<file path="src/rtl/eps_pkg.sv">
// Shared types and constants for the I2C EEPROM page sequencer.
package eps_pkg;

  // Page geometry.
  localparam int PAGE_BYTES = 16;
  localparam int IDX_W      = 4;
  localparam int CNT_W      = 5;

  // Item kinds on the request channel.
  typedef enum logic [1:0] {
    FUNC_LOAD   = 2'd0,
    FUNC_WRITE  = 2'd1,
    FUNC_READ   = 2'd2,
    FUNC_STATUS = 2'd3
  } func_t;

  // Bus actions on the response channel.
  typedef enum logic [2:0] {
    ACT_NONE    = 3'd0,
    ACT_START   = 3'd1,
    ACT_TX      = 3'd2,
    ACT_RX_ACK  = 3'd3,
    ACT_RX_NACK = 3'd4,
    ACT_STOP    = 3'd5
  } act_t;

  // Controller status codes.
  localparam logic [7:0] ST_START     = 8'h08;
  localparam logic [7:0] ST_SLA_W_ACK = 8'h18;
  localparam logic [7:0] ST_DATA_ACK  = 8'h28;
  localparam logic [7:0] ST_RESTART   = 8'h10;
  localparam logic [7:0] ST_SLA_R_ACK = 8'h40;
  localparam logic [7:0] ST_RX_ACK    = 8'h50;
  localparam logic [7:0] ST_RX_NACK   = 8'h58;
  localparam logic [7:0] RW_READ_BIT  = 8'h01;

  // Device address byte after reset.
  localparam logic [7:0] DEV_ADDR_RST = 8'hA0;

  // One response beat.
  typedef struct packed {
    act_t             action;
    logic [7:0]       tx_byte;
    logic             rx_valid;
    logic [7:0]       rx_byte;
    logic [IDX_W-1:0] rx_index;
    logic             done_res;
    logic             failed;
  } rsp_t;

endpackage

</file>
<file path="src/rtl/eps_ifs.sv">
// Channel interfaces: request, response and configuration write.
interface eps_req_if;
  import eps_pkg::*;
  logic             valid;
  logic             ready;
  logic [1:0]       func;
  logic [7:0]       bus_status;
  logic [7:0]       data_byte;
  logic [IDX_W-1:0] byte_index;
  logic [7:0]       block_bits;
  logic [7:0]       word_addr;

  modport source (output valid, func, bus_status, data_byte, byte_index, block_bits,
                  word_addr, input ready);
  modport sink (input valid, func, bus_status, data_byte, byte_index, block_bits,
                word_addr, output ready);
endinterface

interface eps_rsp_if;
  import eps_pkg::*;
  logic             valid;
  logic             ready;
  logic [2:0]       action;
  logic [7:0]       tx_byte;
  logic             rx_valid;
  logic [7:0]       rx_byte;
  logic [IDX_W-1:0] rx_index;
  logic             done_res;
  logic             failed;

  modport source (output valid, action, tx_byte, rx_valid, rx_byte, rx_index, done_res,
                  failed, input ready);
  modport sink (input valid, action, tx_byte, rx_valid, rx_byte, rx_index, done_res,
                failed, output ready);
endinterface

interface eps_cfg_if;
  logic       valid;
  logic       ready;
  logic [7:0] data;

  modport source (output valid, data, input ready);
  modport sink (input valid, data, output ready);
endinterface

</file>
<file path="src/rtl/eps_page_buf.sv">
// Page write buffer: one write port, one combinational read port.
module eps_page_buf (
  input  logic                      clk,
  input  logic                      we,
  input  logic [eps_pkg::IDX_W-1:0] waddr,
  input  logic [7:0]                wdata,
  input  logic [eps_pkg::IDX_W-1:0] raddr,
  output logic [7:0]                rdata
);
  import eps_pkg::*;

  logic [7:0] page [PAGE_BYTES];

  // Load beats write one byte; contents are undefined until written.
  always_ff @(posedge clk) begin
    if (we) begin
      page[waddr] <= wdata;
    end
  end

  assign rdata = page[raddr];

endmodule

</file>
<file path="src/rtl/eps_ctrl.sv">
// Transaction sequencer: checks status codes and registers one response per beat.
module eps_ctrl (
  input  logic                      clk,
  input  logic                      rst,
  input  logic [7:0]                dev_sel,
  eps_req_if.sink                   req,
  eps_rsp_if.source                 rsp,
  output logic                      buf_we,
  output logic [eps_pkg::IDX_W-1:0] buf_raddr,
  input  logic [7:0]                buf_rdata
);
  import eps_pkg::*;

  typedef enum logic [3:0] {
    PH_IDLE,
    PH_START,
    PH_SLA_W,
    PH_WORD,
    PH_WDATA,
    PH_RESTART,
    PH_SLA_R,
    PH_RDATA
  } phase_t;

  phase_t           phase, phase_next;
  logic             is_read, is_read_next;
  logic [CNT_W-1:0] byte_count, byte_count_next;
  logic [7:0]       addr_block, addr_block_next;
  logic [7:0]       start_word, start_word_next;
  logic             out_valid;
  rsp_t             res, res_next;

  logic             accept;
  logic [CNT_W:0]   cnt_inc;
  logic             last_byte;
  logic [7:0]       expected;
  func_t            func;

  assign accept    = req.valid && req.ready;
  assign req.ready = !out_valid || rsp.ready;
  assign func      = func_t'(req.func);

  assign cnt_inc   = {1'b0, byte_count} + (CNT_W+1)'(1);
  assign last_byte = cnt_inc >= (CNT_W+1)'(PAGE_BYTES);

  // Buffer address: first byte after the word address, else the next byte.
  assign buf_raddr = (phase == PH_WORD) ? '0 : cnt_inc[IDX_W-1:0];

  // Status code the current phase waits for.
  always_comb begin
    case (phase)
      PH_START:   expected = ST_START;
      PH_SLA_W:   expected = ST_SLA_W_ACK;
      PH_WORD:    expected = ST_DATA_ACK;
      PH_WDATA:   expected = ST_DATA_ACK;
      PH_RESTART: expected = ST_RESTART;
      PH_SLA_R:   expected = ST_SLA_R_ACK;
      default:    expected = last_byte ? ST_RX_NACK : ST_RX_ACK;
    endcase
  end

  // Next state and response for the beat on the request channel.
  always_comb begin
    phase_next      = phase;
    is_read_next    = is_read;
    byte_count_next = byte_count;
    addr_block_next = addr_block;
    start_word_next = start_word;
    res_next        = '0;
    buf_we          = 1'b0;
    case (func)
      FUNC_LOAD: begin
        buf_we = accept && ({1'b0, req.byte_index} < (IDX_W+1)'(PAGE_BYTES));
      end
      FUNC_WRITE, FUNC_READ: begin
        if (phase == PH_IDLE) begin
          is_read_next    = (func == FUNC_READ);
          addr_block_next = req.block_bits;
          start_word_next = req.word_addr;
          byte_count_next = '0;
          phase_next      = PH_START;
          res_next.action = ACT_START;
        end
      end
      FUNC_STATUS: begin
        if (phase != PH_IDLE) begin
          if (req.bus_status != expected) begin
            // Abort; only a data phase needs a stop on the bus.
            res_next.action   = (phase == PH_WDATA || phase == PH_RDATA) ? ACT_STOP
                                                                         : ACT_NONE;
            res_next.done_res = 1'b1;
            res_next.failed   = 1'b1;
            phase_next        = PH_IDLE;
          end else begin
            case (phase)
              PH_START: begin
                res_next.action  = ACT_TX;
                res_next.tx_byte = dev_sel | addr_block;
                phase_next       = PH_SLA_W;
              end
              PH_SLA_W: begin
                res_next.action  = ACT_TX;
                res_next.tx_byte = start_word;
                phase_next       = PH_WORD;
              end
              PH_WORD: begin
                if (is_read) begin
                  res_next.action = ACT_START;
                  phase_next      = PH_RESTART;
                end else begin
                  byte_count_next  = '0;
                  res_next.action  = ACT_TX;
                  res_next.tx_byte = buf_rdata;
                  phase_next       = PH_WDATA;
                end
              end
              PH_WDATA: begin
                byte_count_next = cnt_inc[CNT_W-1:0];
                if (last_byte) begin
                  res_next.action   = ACT_STOP;
                  res_next.done_res = 1'b1;
                  phase_next        = PH_IDLE;
                end else begin
                  res_next.action  = ACT_TX;
                  res_next.tx_byte = buf_rdata;
                end
              end
              PH_RESTART: begin
                res_next.action  = ACT_TX;
                res_next.tx_byte = dev_sel | addr_block | RW_READ_BIT;
                phase_next       = PH_SLA_R;
              end
              PH_SLA_R: begin
                // Count restarts at zero, so the last-byte test uses one byte.
                byte_count_next = '0;
                res_next.action = (PAGE_BYTES <= 1) ? ACT_RX_NACK : ACT_RX_ACK;
                phase_next      = PH_RDATA;
              end
              default: begin
                res_next.rx_valid = 1'b1;
                res_next.rx_byte  = req.data_byte;
                res_next.rx_index = byte_count[IDX_W-1:0];
                byte_count_next   = cnt_inc[CNT_W-1:0];
                if (last_byte) begin
                  res_next.action   = ACT_STOP;
                  res_next.done_res = 1'b1;
                  phase_next        = PH_IDLE;
                end else begin
                  res_next.action = (cnt_inc + (CNT_W+1)'(1) >= (CNT_W+1)'(PAGE_BYTES))
                                    ? ACT_RX_NACK : ACT_RX_ACK;
                end
              end
            endcase
          end
        end
      end
      default: begin
        res_next = '0;
      end
    endcase
  end

  // Sequencer state and the response register.
  always_ff @(posedge clk) begin
    if (rst) begin
      phase      <= PH_IDLE;
      is_read    <= 1'b0;
      byte_count <= '0;
      addr_block <= '0;
      start_word <= '0;
      out_valid  <= 1'b0;
    end else begin
      if (accept) begin
        phase      <= phase_next;
        is_read    <= is_read_next;
        byte_count <= byte_count_next;
        addr_block <= addr_block_next;
        start_word <= start_word_next;
        out_valid  <= 1'b1;
      end else if (rsp.ready) begin
        out_valid <= 1'b0;
      end
    end
    if (accept) begin
      res <= res_next;
    end
  end

  assign rsp.valid    = out_valid;
  assign rsp.action   = res.action;
  assign rsp.tx_byte  = res.tx_byte;
  assign rsp.rx_valid = res.rx_valid;
  assign rsp.rx_byte  = res.rx_byte;
  assign rsp.rx_index = res.rx_index;
  assign rsp.done_res = res.done_res;
  assign rsp.failed   = res.failed;

endmodule

</file>
<file path="src/rtl/i2c_eeprom_page_sequencer.sv">
// Top level of the I2C EEPROM page sequencer.
// The block takes one request beat per clock and returns exactly one response beat
// for each from its output register in the next cycle; a new request is taken while
// a response waits as long as that response is being taken in the same cycle, so
// the sustained rate is one beat per cycle, set by the single status check and
// page buffer read between the request port and the response register. Load beats
// fill the 16-byte page buffer; a write or read start beat opens a transaction and
// each status beat is checked against the code the sequence expects, yielding the
// next bus action. The device address register is written on the cfg channel,
// which is always ready, and should only be changed while no transaction is open.
module i2c_eeprom_page_sequencer (
  input  logic      clk,
  input  logic      rst,
  eps_cfg_if.sink   cfg,
  eps_req_if.sink   req,
  eps_rsp_if.source rsp
);
  import eps_pkg::*;

  logic [7:0]       dev_sel;
  logic             buf_we;
  logic [IDX_W-1:0] buf_raddr;
  logic [7:0]       buf_rdata;

  // Device address register.
  assign cfg.ready = 1'b1;
  always_ff @(posedge clk) begin
    if (rst) begin
      dev_sel <= DEV_ADDR_RST;
    end else if (cfg.valid) begin
      dev_sel <= cfg.data;
    end
  end

  eps_page_buf u_page_buf (
    .clk   (clk),
    .we    (buf_we),
    .waddr (req.byte_index),
    .wdata (req.data_byte),
    .raddr (buf_raddr),
    .rdata (buf_rdata)
  );

  eps_ctrl u_ctrl (
    .clk       (clk),
    .rst       (rst),
    .dev_sel   (dev_sel),
    .req       (req),
    .rsp       (rsp),
    .buf_we    (buf_we),
    .buf_raddr (buf_raddr),
    .buf_rdata (buf_rdata)
  );

endmodule

</file>
<file path="src/flat_wrapper.sv">
// flat-port wrapper written by rule: the top's interface ports become plain ports
module i2c_eeprom_page_sequencer_flat import eps_pkg::*;
  (clk, rst, cfg_valid, cfg_data, cfg_ready, req_valid, req_func, req_bus_status, req_data_byte, req_byte_index, req_block_bits, req_word_addr, req_ready, rsp_valid, rsp_action, rsp_tx_byte, rsp_rx_valid, rsp_rx_byte, rsp_rx_index, rsp_done_res, rsp_failed, rsp_ready);
  eps_cfg_if cfg_i ();
  eps_req_if req_i ();
  eps_rsp_if rsp_i ();
  input  logic clk;
  input  logic rst;
  input wire logic [$bits(cfg_i.valid)-1:0] cfg_valid;
  input wire logic [$bits(cfg_i.data)-1:0] cfg_data;
  output wire logic [$bits(cfg_i.ready)-1:0] cfg_ready;
  input wire logic [$bits(req_i.valid)-1:0] req_valid;
  input wire logic [$bits(req_i.func)-1:0] req_func;
  input wire logic [$bits(req_i.bus_status)-1:0] req_bus_status;
  input wire logic [$bits(req_i.data_byte)-1:0] req_data_byte;
  input wire logic [$bits(req_i.byte_index)-1:0] req_byte_index;
  input wire logic [$bits(req_i.block_bits)-1:0] req_block_bits;
  input wire logic [$bits(req_i.word_addr)-1:0] req_word_addr;
  output wire logic [$bits(req_i.ready)-1:0] req_ready;
  output wire logic [$bits(rsp_i.valid)-1:0] rsp_valid;
  output wire logic [$bits(rsp_i.action)-1:0] rsp_action;
  output wire logic [$bits(rsp_i.tx_byte)-1:0] rsp_tx_byte;
  output wire logic [$bits(rsp_i.rx_valid)-1:0] rsp_rx_valid;
  output wire logic [$bits(rsp_i.rx_byte)-1:0] rsp_rx_byte;
  output wire logic [$bits(rsp_i.rx_index)-1:0] rsp_rx_index;
  output wire logic [$bits(rsp_i.done_res)-1:0] rsp_done_res;
  output wire logic [$bits(rsp_i.failed)-1:0] rsp_failed;
  input wire logic [$bits(rsp_i.ready)-1:0] rsp_ready;
  assign cfg_i.valid = cfg_valid;
  assign cfg_i.data = cfg_data;
  assign cfg_ready = cfg_i.ready;
  assign req_i.valid = req_valid;
  assign req_i.func = req_func;
  assign req_i.bus_status = req_bus_status;
  assign req_i.data_byte = req_data_byte;
  assign req_i.byte_index = req_byte_index;
  assign req_i.block_bits = req_block_bits;
  assign req_i.word_addr = req_word_addr;
  assign req_ready = req_i.ready;
  assign rsp_valid = rsp_i.valid;
  assign rsp_action = rsp_i.action;
  assign rsp_tx_byte = rsp_i.tx_byte;
  assign rsp_rx_valid = rsp_i.rx_valid;
  assign rsp_rx_byte = rsp_i.rx_byte;
  assign rsp_rx_index = rsp_i.rx_index;
  assign rsp_done_res = rsp_i.done_res;
  assign rsp_failed = rsp_i.failed;
  assign rsp_i.ready = rsp_ready;
  i2c_eeprom_page_sequencer u_core (.clk(clk), .rst(rst), .cfg(cfg_i), .req(req_i), .rsp(rsp_i));
endmodule
</file>
<file path="config.mk">
export PLATFORM = sky130hd
export DESIGN_NAME = i2c_eeprom_page_sequencer_flat
export DESIGN_NICKNAME = d
export VERILOG_FILES = /design/src/rtl/eps_pkg.sv /design/src/rtl/eps_ifs.sv /design/src/rtl/eps_page_buf.sv /design/src/rtl/eps_ctrl.sv /design/src/rtl/i2c_eeprom_page_sequencer.sv /design/src/flat_wrapper.sv
export SDC_FILE = /design/constraint.sdc
export NUM_CORES = 1
export LEC_CHECK = 0
export BUFFER_PORTS_ARGS = -buffer_cell sky130_fd_sc_hd__buf_2
export CAP_MARGIN = 25
export CORE_ASPECT_RATIO = 2
export CORE_UTILIZATION = 45
export CTS_BUF_LIST = sky130_fd_sc_hd__clkbuf_4 sky130_fd_sc_hd__clkbuf_8
export CTS_CLUSTER_SIZE = 24
export DETAILED_ROUTE_END_ITERATION = 6
export PLACE_DENSITY = 0.62
export SYNTH_ARGS = -nofsm -noshare
export SYNTH_HDL_FRONTEND = slang
export SYNTH_HIERARCHICAL = 1
export SYNTH_SLANG_ARGS = --single-unit
</file>
<file path="constraint.sdc">
create_clock -name clk -period 5.55 [get_ports clk]
set_input_delay 1.11 -clock clk [delete_from_list [all_inputs] [get_ports clk]]
set_output_delay 1.11 -clock clk [all_outputs]
set_load 0.03 [all_outputs]
</file>
==> impl_metrics.json <==
{
  "status": "complete, no violations",
  "crit_start": "u_core/u_ctrl/phase[2]$_SDFFE_PP0P_",
  "syn_to_final_growth_pct": 11.1,
  "clock_path_buffers": 2,
  "timing.final.ws_setup_ns": 1.81,
  "fin_tns_setup_ns": 0,
  "min_from": "u_core/u_ctrl/addr_block[7]$_SDFFE_PP0P_",
  "diodes": 0,
  "postCtsResizedCells": 0,
  "hold_path.class": "reg -> reg",
  "cp_data_required_time_ns": 5.77,
  "crit_fanout": 24,
  "fin_crit_sh_pct": 67.4,
  "synth_cell_types": 70,
  "grt_max_degree": 35,
  "max_freq_mhz": 267,
  "grt_usage_pct": 21.0,
  "grt_pass1_vias": 5212,
  "first_iter_violations": 345,
  "gp_congestion": 0.882,
  "final_common_cell": "edfxtp_1",
  "hold_viol": 0,
  "floorplan.initialDensity_pct": 46.0,
  "synth_edf_count": 154,
  "postRouteAntennaNets": 0,
  "dp_hpwl_um": 13800,
  "cts_buffers": 17,
  "arrival_ns": 3.96,
  "endpoint_kind": "flip-flop",
  "cts_tree": "yes",
  "avgSynthCellArea_um2": 14.2,
  "leakage_nw": 3.09,
  "avgViaCountPerCell": 5.89,
  "finalMaxSlewViolations": 0,
  "fin_crit_ns": 3.74,
  "final_core_util_pct": 51.1,
  "dp_slack_ns": 1.82,
  "irDropWorstVdd_mv": 0.149,
  "htree_num_levels": 4,
  "clock-root-buffer": "clkbuf_8",
  "ys_warn_count": 6,
  "worstSetupPathType": "reg -> reg",
  "clk_pin_slew_ns": 0.10,
  "die_area_um2": 18700,
  "syn-cell-area_um2": 8140,
  "drtPass1Iterations": 5,
  "io_buffers": 78,
  "die_h_um": 192,
  "fp-row-count": 69,
  "final_cell_mix": "edfxtp_1, buf_2, nand2_1, nor2_1, dfxtp_1",
  "grt_pass1_wl_um": 28600,
  "post-cts-setup-buffer-count": 0,
  "num_io_pins": 80,
  "rsz0062_at_grt": "false",
  "setup_viol": 0,
  "clock-sinks": 188,
  "coreArea_um2": 17700,
  "drcViolationCount": 0,
  "async_reset_ff_share_pct": 0,
  "synth-seq-cells": 188,
  "wl_per_cell_um": 21.8,
  "chipWidth_um": 97.1,
  "layout-drive-gt1-share_pct": 23.4,
  "worstSkewPairLatency_ns": 0.47,
  "maxCapViolations": 0,
  "timing.rr.start": "u_core/u_ctrl/phase[2]$_SDFFE_PP0P_",
  "num_vias": 5121,
  "grt_antenna_before_repair": 0,
  "wl_um": 19000,
  "worstMarginPinSlew_ns": 0.971,
  "startpoint_type": "flip-flop",
  "grt.overflow.total": 0,
  "cts_hold_buf": 0,
  "seq_area_frac_synth_pct": 65.2,
  "synthCells": 573,
  "timing.slew.headroom_pct": 35.0,
  "synthFlopType": "edfxtp_1",
  "whs_ns": 0.460,
  "synth.net_count": 630,
  "clock_skew_ns": 0.00877,
  "nets": 701,
  "p_per_area_nw_per_um2": 286
}
[layout make-up]
cell class                 count  area [um^2]
clock buffer                  17          234
clock inverter                15          160
fill                        1501         8650
inverter                      10         37.5
multi-input combinational    343         2610
sequential                   188         5310
tap                          213          267
timing repair buffer          84          433
[sequential cells by signal, indices dropped and copies added, names as in the netlist]
name,cells
u_core/u_page_buf/page,128
u_core/dev_sel,8
u_core/u_ctrl/addr_block,8
u_core/u_ctrl/rsp.rx_byte,8
u_core/u_ctrl/rsp.tx_byte,8
u_core/u_ctrl/start_word,8
u_core/u_ctrl/byte_count,5
u_core/u_ctrl/rsp.rx_index,4
u_core/u_ctrl/phase,3
u_core/u_ctrl/rsp.action,3
u_core/u_ctrl/is_read,1
u_core/u_ctrl/rsp.done_res,1
u_core/u_ctrl/rsp.failed,1
u_core/u_ctrl/rsp.rx_valid,1
u_core/u_ctrl/rsp.valid,1
[critical path: stages (launching register included)]
cell and delay, ns:
dfxtp_1 0.89, and3b_1 0.41, nor2_4 0.46, buf_4 0.44, mux4_1 0.60, a22oi_1 0.21
nand2_1 0.08, a222oi_1 0.31, nor2_1 0.07
[Yosys cell counts (all sizes together) (2+ instances only)]
cell / instances / area share [%]
o31ai: 2 / 0.25
dfxtp: 34 / 8.4
a41oi: 2 / 0.22
nor2b: 6 / 0.52
inv: 10 / 0.46
nor2: 43 / 2.0
and2: 13 / 1.0
a21oi: 33 / 2.2
nand3b: 4 / 0.37
a211oi: 2 / 0.18
nand3: 7 / 0.49
and3: 4 / 0.37
clkdlybuf4s25: 3 / 0.37
a21bo: 2 / 0.25
a211o: 2 / 0.22
or3b: 4 / 0.43
edfxtp: 154 / 57
nor3: 12 / 0.74
nand2b: 8 / 0.61
clkbuf: 13 / 0.60
a31oi: 10 / 0.77
a22oi: 18 / 1.7
nand4: 3 / 0.23
buf: 16 / 1.5
nand2: 70 / 3.2
xnor2: 2 / 0.31
mux2i: 8 / 1.0
o21ai: 19 / 1.2
a21o: 2 / 0.18
mux4: 32 / 9.5
or2: 3 / 0.23
nor3b: 3 / 0.28
or3: 2 / 0.15
ha: 6 / 0.92
[metrics by stage]
stage / cell area [um^2] / std cells / total power, mW
2_1_floorplan: 8140 / 573 / 1.67
3_3_place_gp: 8650 / 837 / 1.74
3_5_place_dp: 8650 / 837 / 1.74
4_1_cts: 9040 / 869 / 2.61
5_1_grt: 9050 / 870 / 2.67
6_report: 9050 / 870 / 2.59
[report_power, final]
| part | switching, mW | internal [mW] |
|---|---|---|
| registers | 0.0116 | 1.55 |
| clock network | 0.508 | 0.369 |
| logic | 0.107 | 0.0454 |
[final timing paths]
path	slack, ns	cells after the start	end
worst max-delay path	1.81	8	u_core/u_ctrl/rsp.tx_byte[0]$_SDFFCE_PP0P_
worst min-delay path	0.46	2	u_core/u_ctrl/addr_block[7]$_SDFFE_PP0P_
worst max register to register	1.81	8	u_core/u_ctrl/rsp.tx_byte[0]$_SDFFCE_PP0P_
worst min register to register	0.46	2	u_core/u_ctrl/addr_block[7]$_SDFFE_PP0P_
[layer usage]
| metal | track usage [%] | up-vias | share of wire (%) |
|---|---|---|---|
| li1 | - | 2333 | - |
| met1 | 19.9 | 2566 | 33 |
| met2 | 40.9 | 179 | 58 |
| met3 | 3.75 | 43 | 4.0 |
| met4 | 12.9 | 0 | 4.8 |
| met5 | 0 | - | 0 |
[cell families after synthesis]
group	synth area share (%)
DFF	65.2
and+or+nand+nor	11.2
AOI/OAI and AO/OA	8.59
buffers and inverters	2.93
muxes	10.7
adders and majority gates	0.922
xor gates and xnor gates	0.507
other	0.0461
Note: power is estimated with default switching activity, not from simulation.
